==> config.mk <==
export PLATFORM = sky130hd
export DESIGN_NAME = fss_cmp
export DESIGN_NICKNAME = d
export VERILOG_FILES = /design/src/design/fss_pkg.sv /design/src/design/fss_cmp.sv
export SDC_FILE = /design/constraint.sdc
export NUM_CORES = 1
export LEC_CHECK = 0
export BUFFER_PORTS_ARGS = -buffer_cell sky130_fd_sc_hd__buf_4
export CORE_MARGIN = 2
export CORE_UTILIZATION = 38
export DETAILED_ROUTE_END_ITERATION = 16
export PLACE_DENSITY = 0.84
export SLEW_MARGIN = 40
export SYNTH_ARGS = -nofsm -noshare
export SYNTH_HDL_FRONTEND = slang
export SYNTH_SLANG_ARGS = --single-unit
==> constraint.sdc <==
create_clock -name vclk -period 1.9
set_input_delay 0.285 -clock vclk [all_inputs]
set_output_delay 0.285 -clock vclk [all_outputs]
set_load 0.01 [all_outputs]
==> src/design/fss_pkg.sv <==
// ----------------------------------------------------------------------------
// fss_pkg
// Shared widths, command and register codes, and the compare result type of
// the fibonacci search sorted table.
// ----------------------------------------------------------------------------
package fss_pkg;

    // payload widths
    localparam int SLOT_W = 10;
    localparam int KEY_W  = 32;
    localparam int POS_W  = 10;
    localparam int CNT_W  = 11;

    // fibonacci terms reach 2584 for a count of 2047
    localparam int FIB_W  = CNT_W + 1;
    // signed offset, from -1 up past the last entry
    localparam int BASE_W = CNT_W + 2;

    // apb port
    localparam int APB_AW = 3;
    localparam int APB_DW = 32;

    // command codes
    localparam logic CMD_WRITE  = 1'b0;
    localparam logic CMD_SEARCH = 1'b1;

    // register index (paddr bit 2)
    localparam logic REG_ENTRY_COUNT     = 1'b0;
    localparam logic REG_BOUNDS_PRECHECK = 1'b1;

    // key against entry
    typedef struct packed {
        logic key_lt;
        logic key_eq;
        logic key_gt;
    } t_cmp;

endpackage

==> src/design/fss_cmp.sv <==
// ----------------------------------------------------------------------------
// fss_cmp
// Shared signed compare unit: search key against one table entry.
// ----------------------------------------------------------------------------
module fss_cmp #(
    parameter int ENTRY_WIDTH = 32
) (
    input  logic signed [fss_pkg::KEY_W-1:0] i_key,
    input  logic [ENTRY_WIDTH-1:0]           i_entry,
    output fss_pkg::t_cmp                    o_res
);
    localparam int CW = (ENTRY_WIDTH > fss_pkg::KEY_W) ? ENTRY_WIDTH : fss_pkg::KEY_W;

    logic signed [CW-1:0] w_key;
    logic signed [CW-1:0] w_entry;

    // both sides sign-extended to a common width
    assign w_key   = CW'(i_key);
    assign w_entry = CW'($signed(i_entry));

    assign o_res.key_lt = (w_key < w_entry);
    assign o_res.key_eq = (w_key == w_entry);
    assign o_res.key_gt = (w_key > w_entry);
endmodule

Word-level counts from Yosys, hierarchy flattened:

Cells that the tools add are included.

* magnitude comparators: 2
* equal/unequal tests: 1

Operators by type and width (number)
* $eq A32 B32 Y1: 1
* $gt A32 B32 Y1: 1
* $lt A32 B32 Y1: 1

* flip-flop bits (word level): 0
* bits of input ports: 64
* output and inout bits: 3
* word-level logic and storage cells: 3

Longest topological paths before layout:

* depth in word-level cells: 1
* mapped depth: 8
* gate-level depth less buffers: 8

Worst setup path before layout:

Ideal clock, no wire load.

* path type: input to output
* start point: in i_entry[14]
* end point: out o_res[0] (netlist bit)
* arrival time: 1.796 ns
* required time: 1.615 ns
* slack: -0.181 ns
* stages: 8
* path through: inv_1 -> ha_1 -> a21oi_2 -> nand2_1 -> a221o_1 -> a211o_1 -> a21oi_2 -> mux2i_1

RTL lines
* start, declared: RTL line fss_cmp.sv:9 `input logic [ENTRY_WIDTH-1:0] i_entry,`
* end, declared: RTL line fss_cmp.sv:10 `output fss_pkg::t_cmp o_res`

==> impl_metrics.json <==
{
  "total_leakage_power_nw": 0.938,
  "dpl_worst_slack_ns": -0.525,
  "worstPathRequired_ns": 1.62,
  "core_um2": 2150,
  "grt.overflow.total": 0,
  "pwr-share-clk_pct": 0,
  "yosysTopAreaCellShare_pct": 47.4,
  "grt_max_degree": 5,
  "die_w_um": 51.1,
  "drt-total-wl_um": 3560,
  "hold_violations": 0,
  "io_buffers": 67,
  "drive_gt1_share_pct": 66.5,
  "fin_cells": 222,
  "dieArea_um2": 2620,
  "seqPwrFrac_pct": 0,
  "cp-startpoint": "i_entry[7]",
  "hp-start": "i_key[30]",
  "cap_violations": 0,
  "p_comb_share_pct": 100.0,
  "avgSynthCellArea_um2": 7.10,
  "seq_cells": 0,
  "period_minus_slack_ns": 2.36,
  "seq_area_um2": 0,
  "critPathLaunchType": "input pin",
  "num_io_pins": 67,
  "worst_pin_slew_ns": 0.302,
  "setup_slack_ns": -0.463,
  "antenna_found_initial": 0,
  "ir_drop_uv": 163,
  "fin_crit_sh_pct": 124,
  "post-route-util_pct": 86.9,
  "hold_path_class": "in2out",
  "ys_top_cells_by_area": "ha_1 47%, inv_1 15%, a21oi_1 5.3%, nand4_1 4.4%, nand2_1 3.6%",
  "vias_per_cell": 5.22,
  "syn_to_final_growth_pct": 121,
  "synth_cell_types": 23,
  "antenna_cells": 0,
  "arrival_ns": 2.08,
  "synth_cells": 119,
  "dr.pass1.iters": 3,
  "synth_nets": 215,
  "yosysTopAreaCell": "ha_1",
  "drc": 0,
  "crit_type": "in2out",
  "synth_area_um2": 845,
  "violations": "setup timing",
  "wl_per_cell_um": 16.0,
  "placed_cells": 222,
  "fmax_ghz": 0.423,
  "vias": 1159,
  "grt_setup_unrepaired": "true",
  "start_util_pct": 39.3,
  "layout.nets": 292,
  "cellPowerDensity_nw_per_um2": 239,
  "end_kind": "output port",
  "dr.first_iter.drc_count": 7,
  "chipHeight_um": 51.1,
  "synth_seq_area_share_pct": 0,
  "p_int_uw": 249,
  "relSlewSlack_pct": 79.7,
  "grt_pass1_wl_um": 5200,
  "tns_ns": -0.947,
  "p_sw_share_pct": 44.2,
  "track_usage_pct": 26.0,
  "cp_max_fo": 2,
  "final_antenna_net_count": 0,
  "status": "finished, violations left",
  "dp_hpwl_um": 2310,
  "fin_hold_ws_ns": 1.18,
  "grt_pass1_vias": 1232,
  "ys_warn_count": 0,
  "slew_viol_final": 0,
  "placementRows": 17,
  "nClkBuffers": 0,
  "place_congestion": 0.733,
  "switchingPower_uw": 197,
  "setup_viol_count_final": 3
}
## cells in the mapped netlist (all sizes together)
cell type / count
a2111oi: 1
a211o: 1
a211oi: 1
a21o: 2
a21oi: 12
a221o: 1
a31oi: 1
and3: 1
and4: 1
ha: 32
inv: 34
mux2i: 2
nand2: 8
nand2b: 1
nand3: 3
nand4: 6
nor2: 2
nor2b: 1
nor4: 3
o21ai: 5
o31ai: 1
## kinds of logic (layout without fill, tap and decap cells)
family / count (synthesis) / in the layout / share of synthesized area [%]
simple gates: 26 / 26 / 16.2
compound gates: 25 / 25 / 19.0
buf+inv: 34 / 109 / 15.1
mux: 2 / 2 / 2.37
fa+ha+maj: 32 / 32 / 47.4
## power groups by stage
stage	logic (mW)	clock network, mW	registers [mW]
floorplan	0.162	0	0
global route	0.484	0	0
CTS	0.397	0	0
finish	0.446	0	0
detailed placement	0.337	0	0
global placement	0.318	0	0
## layer usage
metal	GRT usage [%]	routed length, µm	share of wire, %	vias up
li1	-	-	-	569
met2	53.7	2020	57	50
met5	0	0	0	-
met1	26.1	1240	35	526
met3	1.75	157	4.4	14
met4	10.4	146	4.1	0
## through the flow
| stage | total power, mW | cell area [µm²] |
|---|---|---|
| floorplan | 0.162 | 987 |
| global placement | 0.318 | 1590 |
| detailed placement | 0.337 | 1590 |
| CTS | 0.397 | 1770 |
| global route | 0.484 | 1870 |
| finish | 0.446 | 1870 |
## layout make-up
type,count,area (µm²)
Inverter,34,155
Tap cell,28,35.0
Timing Repair Buffer,75,619
Fill cell,111,282
Multi-Input combinational cell,85,1060
## worst paths after layout
| check | slack (ns) | cells past startpoint | endpoint |
|---|---|---|---|
| max | -0.46 | 10 | o_res[0] |
| min | 1.18 | 5 | o_res[2] |
## cells in the final DEF, fill, tap and decap left out, types with 2 or more instances in the layout
master / n
a21o_1: 2
a21oi_1: 4
a21oi_2: 7
buf_4: 61
buf_6: 13
ha_1: 13
ha_4: 19
inv_1: 17
inv_2: 6
inv_4: 11
mux2i_2: 2
nand2_1: 7
nand3_1: 3
nand4_1: 6
nor2_1: 2
nor4_4: 2
o21ai_0: 2
o21ai_2: 2
## worst max-delay path, stage by stage
cell     delay, ns
buf_4         0.11
inv_2         0.06
ha_4          0.21
a21oi_2       0.11
o21ai_1       0.08
a221o_1       0.32
a211o_1       0.27
a21oi_4       0.19
mux2i_2       0.26
buf_4         0.17
## timing repair
action	CTS	global route
resized for setup	35	23
hold buffers	0	0
setup buffers	0	0
pin swaps	22	12
setup endpoints to repair	3	3
Note: power is estimated with default switching activity, not from simulation.
